$ cat src/rtl/sas_pkg.sv
// ----------------------------------------------------------------------------
// Slot allocator package
// Shared sizes, action and status codes, and the structs that pass between
// the allocator core and the top level.
// ----------------------------------------------------------------------------
package sas_pkg;

  localparam int SLOTS    = 256;
  localparam int SLOT_W   = $clog2(SLOTS);
  localparam int CNT_W    = SLOT_W + 1;
  localparam int ELEM_W   = 32;
  localparam int ACT_W    = 2;
  localparam int STAT_W   = 2;
  localparam int IN_SLOT_W = 8;
  localparam int DATA_W   = 32;

  typedef enum logic [ACT_W-1:0] {
    ACT_ALLOC = 2'd0,
    ACT_FREE  = 2'd1,
    ACT_WRITE = 2'd2,
    ACT_READ  = 2'd3
  } action_t;

  typedef enum logic [STAT_W-1:0] {
    ST_OK         = 2'd0,
    ST_RANGE      = 2'd1,
    ST_NOT_IN_USE = 2'd2,
    ST_FULL       = 2'd3
  } status_t;

  // One result beat.
  typedef struct packed {
    status_t              status;
    logic [IN_SLOT_W-1:0] granted_slot;
    logic [DATA_W-1:0]    read_data;
  } res_t;

  // Memory writes issued when the item in the execute stage commits.
  typedef struct packed {
    logic              stk_we;
    logic [SLOT_W-1:0] stk_waddr;
    logic [SLOT_W-1:0] stk_wdata;
    logic              sto_we;
    logic [SLOT_W-1:0] sto_waddr;
    logic [ELEM_W-1:0] sto_wdata;
  } wr_t;

  // Read setup for the next item; the stack address comes from the state after this commit.
  typedef struct packed {
    logic [SLOT_W-1:0] stk_raddr;
    logic              stk_init;
    logic              sto_vld;
  } rd_t;

endpackage

$ cat src/rtl/sas_core.sv
// ----------------------------------------------------------------------------
// Slot allocator core
// Holds the free count, the stack low-water mark, the in-use map and the
// store valid bits, decides each operation and issues the memory writes.
// ----------------------------------------------------------------------------
module sas_core
  import sas_pkg::*;
(
  input  logic                 clk,
  input  logic                 rst_n,
  input  logic                 fire,
  input  logic [ACT_W-1:0]     action,
  input  logic [IN_SLOT_W-1:0] slot,
  input  logic [DATA_W-1:0]    data,
  input  logic [SLOT_W-1:0]    stk_top,
  input  logic [ELEM_W-1:0]    sto_rdata,
  input  logic [IN_SLOT_W-1:0] next_slot,
  output res_t                 res,
  output wr_t                  wr,
  output rd_t                  rd
);

  logic [CNT_W-1:0]  cnt_r, cnt_nxt;
  logic [CNT_W-1:0]  lw_r, lw_nxt;
  logic [SLOTS-1:0]  in_use_r, in_use_nxt;
  logic [SLOTS-1:0]  sto_vld_r, sto_vld_nxt;
  logic [SLOT_W-1:0] sidx;
  logic              in_range;
  logic              pop;
  logic              push;
  logic              clr;
  logic              sto_we;

  assign sidx     = SLOT_W'(slot);
  assign in_range = 32'(slot) < SLOTS;

  always_comb begin
    res.status       = ST_OK;
    res.granted_slot = '0;
    res.read_data    = '0;
    pop              = 1'b0;
    push             = 1'b0;
    clr              = 1'b0;
    sto_we           = 1'b0;
    case (action_t'(action))
      ACT_ALLOC: begin
        if (cnt_r == '0) begin
          res.status = ST_FULL;
        end else begin
          pop              = 1'b1;
          res.granted_slot = IN_SLOT_W'(stk_top);
        end
      end
      default: begin
        if (!in_range) begin
          res.status = ST_RANGE;
        end else if (!in_use_r[sidx]) begin
          res.status = ST_NOT_IN_USE;
        end else begin
          case (action_t'(action))
            ACT_FREE: begin
              clr  = 1'b1;
              push = cnt_r < CNT_W'(SLOTS);
            end
            ACT_WRITE: begin
              sto_we = 1'b1;
            end
            ACT_READ: begin
              res.read_data = DATA_W'(sto_rdata);
            end
            default: begin
            end
          endcase
        end
      end
    endcase
  end

  always_comb begin
    cnt_nxt     = cnt_r;
    in_use_nxt  = in_use_r;
    sto_vld_nxt = sto_vld_r;
    if (fire && pop) begin
      cnt_nxt = cnt_r - 1'b1;
      in_use_nxt[stk_top] = 1'b1;
    end
    if (fire && push) begin
      cnt_nxt = cnt_r + 1'b1;
    end
    if (fire && clr) begin
      in_use_nxt[sidx] = 1'b0;
    end
    if (fire && sto_we) begin
      sto_vld_nxt[sidx] = 1'b1;
    end
    // Stack entries below the low-water mark were never written since reset.
    lw_nxt = (cnt_nxt < lw_r) ? cnt_nxt : lw_r;
  end

  assign wr.stk_we    = fire && push;
  assign wr.stk_waddr = SLOT_W'(cnt_r);
  assign wr.stk_wdata = sidx;
  assign wr.sto_we    = fire && sto_we;
  assign wr.sto_waddr = sidx;
  assign wr.sto_wdata = ELEM_W'(data);

  assign rd.stk_raddr = SLOT_W'(cnt_nxt - 1'b1);
  assign rd.stk_init  = {1'b0, rd.stk_raddr} < lw_nxt;
  assign rd.sto_vld   = sto_vld_r[SLOT_W'(next_slot)];

  always_ff @(posedge clk) begin
    if (!rst_n) begin
      cnt_r     <= CNT_W'(SLOTS);
      lw_r      <= CNT_W'(SLOTS);
      in_use_r  <= '0;
      sto_vld_r <= '0;
    end else begin
      cnt_r     <= cnt_nxt;
      lw_r      <= lw_nxt;
      in_use_r  <= in_use_nxt;
      sto_vld_r <= sto_vld_nxt;
    end
  end

endmodule
$ cat config.mk
export PLATFORM = sky130hd
export DESIGN_NAME = sas_core
export DESIGN_NICKNAME = d
export VERILOG_FILES = /design/src/rtl/sas_pkg.sv /design/src/rtl/sas_core.sv
export SDC_FILE = /design/constraint.sdc
export NUM_CORES = 1
export LEC_CHECK = 0
export ABC_AREA = 1
export ABC_CLOCK_PERIOD_IN_PS = 12600
export BUFFER_PORTS_ARGS = -buffer_cell sky130_fd_sc_hd__buf_2
export CAP_MARGIN = 20
export CORE_UTILIZATION = 45
export CTS_CLUSTER_SIZE = 40
export DETAILED_ROUTE_END_ITERATION = 10
export PLACE_DENSITY = 0.69
export RECOVER_POWER = 100
export SYNTH_ARGS = -nofsm -noshare
export SYNTH_HDL_FRONTEND = slang
export SYNTH_SLANG_ARGS = --single-unit
export TNS_END_PERCENT = 5
$ cat constraint.sdc
create_clock -name clk -period 12.6 [get_ports clk]
set_input_delay 0.63 -clock clk [delete_from_list [all_inputs] [get_ports clk]]
set_output_delay 0.63 -clock clk [all_outputs]
set_load 0.005 [all_outputs]
==> metrics.log <==
[metrics] min cycle time layout: 9.929 ns
[metrics] required time worst endpoint: 11.97 ns
[metrics] routed length per placed instance: 18.52 µm
[metrics] H-tree levels: 2
[metrics] 1st-iter DRT viols: 3323
[metrics] complex-gate fraction of the synthesized area: 0.1859
[metrics] footprint of the multi-input gates: 0.01306 mm²
[metrics] Net Count, Synth: 4596
[metrics] actual transition at the worst max-transition pin: 3.280 ns
[metrics] insertion delay of the later-clocked pin in the worst-skew pair: 0.64 ns
[metrics] Top cell by count, worst path: sky130_fd_sc_hd__nand2_1
[metrics] die area: 0.06328 mm²
[metrics] starting density of the core: 0.4550
[metrics] Worst Setup Start Kind: input pin
[metrics] number of buffers created by CTS: 56
[metrics] chip width: 251.6 µm
[metrics] vias per inst: 5.380
[metrics] number of synthesis warnings: 0
[metrics] largest stage delay on the critical path: 2.30 ns
[metrics] hold-fix buffers at CTS: 0
[metrics] FMAX: 0.1007 GHz
[metrics] largest fanout on the critical path: 43
[metrics] WL met3: 11200 µm
[metrics] number of detailed-route iterations in the first pass: 5
[metrics] clock skew: 0.03165 ns
[metrics] via count of the first global-routing pass: 25.57k
[metrics] post-detail-place hpwl: 58390 µm
[metrics] Top Metal Used: met5
[metrics] count of nets after finishing: 4482
[metrics] total count of max-transition violations in the final report: 148
[metrics] total number of placement rows: 91
[metrics] overall die height: 251.6 µm
[metrics] area taken by flip-flops and latches: 0.01061 mm²
[metrics] fill cell instance count of the final layout: 6484
[metrics] mux cell area share after synthesis: 0
[metrics] total detailed-routing wirelength: 97210 µm
[metrics] CTS Sinks: 530
[metrics] portion of the post-synthesis area used by sequential elements: 0.3786
[metrics] setup repair after global routing missed its margin: no
[metrics] adder and majority gate portion of the synthesized area: 0.008482
[metrics] vias after detailed routing: 28.25k
[metrics] post-synthesis cell count: 4484
[metrics] hold slack final: 0.4454 ns
[metrics] number of buffers added for setup after CTS: 0
[metrics] number of antenna violations at the first check in global routing: 3
[metrics] number of flops mapped to enable cells by yosys: 0
[metrics] area grow syn2layout: 7.987%
[metrics] Post-Route Utilization: 0.4913
[metrics] Static Leakage: 12.55 nW
[metrics] dominant combinational cell family by area after synthesis: simple AND/OR/NAND/NOR gates
[metrics] share of the cycle needed by the critical path after routing: 0.7880
[metrics] synthesized-area fraction occupied by xor and xnor cells: 0.005625
[metrics] placeable core area: 0.06160 mm²
[metrics] first-pass GRT wire length: 148800 µm
[metrics] Root Driver: sky130_fd_sc_hd__clkbuf_16
[metrics] All-Layer GR Usage: 0.3016
[metrics] class of the most critical hold timing path: reg -> reg
[metrics] number of primary I/O pins: 203
[metrics] netlist area before placement: 0.02803 mm²
[metrics] met2 routed WL: 40880 µm
[metrics] largest net degree at the start of global routing: 130
[metrics] total power draw: 0.003816 W
[metrics] number of buffers on the longest clock path: 3
[metrics] failing checks: capacitance limit, slew limit
[metrics] Critical Path Start: slot[1]
[metrics] category of the worst setup path capture point: output port
[metrics] routed length on met1: 40210 µm
[metrics] library cells used by synthesis: 39
[metrics] quantity of gates resized following cts: 0
[metrics] Setup violations, final: 0
[metrics] status: finished with violations
[metrics] clock transition at the register clock pins on the worst setup and hold paths after CTS: 0.05 ns
[metrics] P per Cell Area: 126.1 mW/mm²
[metrics] Worst Path Arrival: 9.30 ns
[metrics] total of max-cap violations: 3
[metrics] flop and latch count out of synthesis: 530
[metrics] maximum vdd drop: 117.7 µV
[metrics] clock tree from TritonCTS: yes
[metrics] fraction of synthesis flops using an asynchronous set or reset pin: 0
[metrics] Final GP Congestion: 0.9419
[metrics] cell with the biggest individual delay on the critical path: sky130_fd_sc_hd__clkbuf_1
[metrics] max_slew headroom: -1.186
[metrics] Most used DFF post-synth: sky130_fd_sc_hd__dfxtp_1
[metrics] input/output buffers: 138
[metrics] worst setup path class: in -> out
[metrics] area fraction in and, or, nand and nor cells after synthesis: 0.2656
[metrics] share of post-route cells with drive strength above 1: 0.05280
[metrics] critical hold path startpoint: sto_vld_r[208]$_SDFFE_PN0P_
[metrics] antenna diode instance count: 0
[metrics] launch instance of the worst register-to-register path: in_use_r[243]$_SDFF_PN0_
[metrics] post-route antenna net violation count: 0
[metrics] global route overflow: 0
[metrics] Residual DRC: 0
[metrics] final count of hold timing violations: 0
[metrics] total negative slack: 0 ns
[metrics] mean cell area of the mapped netlist: 6.250 µm²
-- state kept, by name (all words and copies together) (netlist names) --
| signal | flops |
|---|---|
| cnt_r | 9 |
| lw_r | 9 |
| in_use_r | 256 |
| sto_vld_r | 256 |
-- routing by layer --
layer,vias up,global-route usage
li1,13650,-
met1,12900,0.4064
met2,1414,0.4542
met3,277,0.06747
met4,4,0.1455
met5,-,0
-- kinds of logic after synthesis --
| kind of cell | Yosys count |
|---|---|
| AOI/OAI and AO/OA | 933 |
| xor gates and xnor gates | 18 |
| adders and majority gates | 19 |
| buffers and inverters | 1064 |
| DFF | 530 |
| and+or+nand+nor | 1920 |
-- worst max-delay path: cells and delay by family --
family | cells | cell delay (ns)
and+or+nand+nor | 17 | 3.25
buffers and inverters | 5 | 2.75
AOI/OAI and AO/OA | 10 | 1.97
adders and majority gates | 2 | 0.62
-- synthesized netlist by cell type, drive strengths merged, types with 9 or more instances --
library cell  count  area share
dfxtp           530        0.38
buf             164       0.035
o211ai          144       0.039
nor2            611       0.082
o22ai            14      0.0031
inv             713       0.095
nand2          1169        0.16
a21oi           342       0.061
nand4             9      0.0020
xor2             16      0.0050
a221oi           33       0.010
ha               19      0.0085
nand3           123       0.022
o21ai           388       0.069
clkbuf          187       0.025
-- layout make-up --
cell class,instances,share of cell area
multi-input cells,2890,0.4316
flip-flops and latches,530,0.3506
inverters,713,0.08868
clock buffers,82,0.05490
well taps,837,0.03460
repair buffers,179,0.03270
clock inverters,19,0.006904
-- worst paths after layout --
kind                                                    end  slack, ns  depth (start not counted)
worst max-delay path                                  rd[1]       2.67                         34
worst min-delay path            sto_vld_r[208]$_SDFFE_PN0P_       0.45                          2
worst max register to register     in_use_r[223]$_SDFF_PN0_       6.42                         19
worst min register to register  sto_vld_r[208]$_SDFFE_PN0P_       0.45                          2
-- cells in the final DEF, fill, tap and decap left out, drive strengths merged, types with 2 or more instances in the layout --
cell type  instances
buf              108
a21oi            342
bufinv             4
xnor2              2
nor4               2
o22ai             14
nand2           1169
nor2             611
nor3               4
inv              713
nand4              9
clkbuf           153
o21ai            388
xor2              16
nand3            123
ha                19
o32ai              4
o211ai           144
clkinv            14
dfxtp            530
a221oi            33
-- where the power goes --
part	switching (W)	internal [W]
Clock	0.000719	0.000990
Combinational	0.000300	0.000109
Sequential	0.00000747	0.00169
-- through the flow --
stage / instance area (µm²) / std cells / setup slack, ns
after floorplan: 28030 / 4484 / 7.295
after global placement: 28410 / 5143 / 5.176
after detailed placement: 28420 / 5144 / 5.056
after CTS: 30300 / 5245 / 5.013
after global routing: 30270 / 5250 / 2.122
final: 30270 / 5250 / 2.671
(Power assumes the default switching activity.)
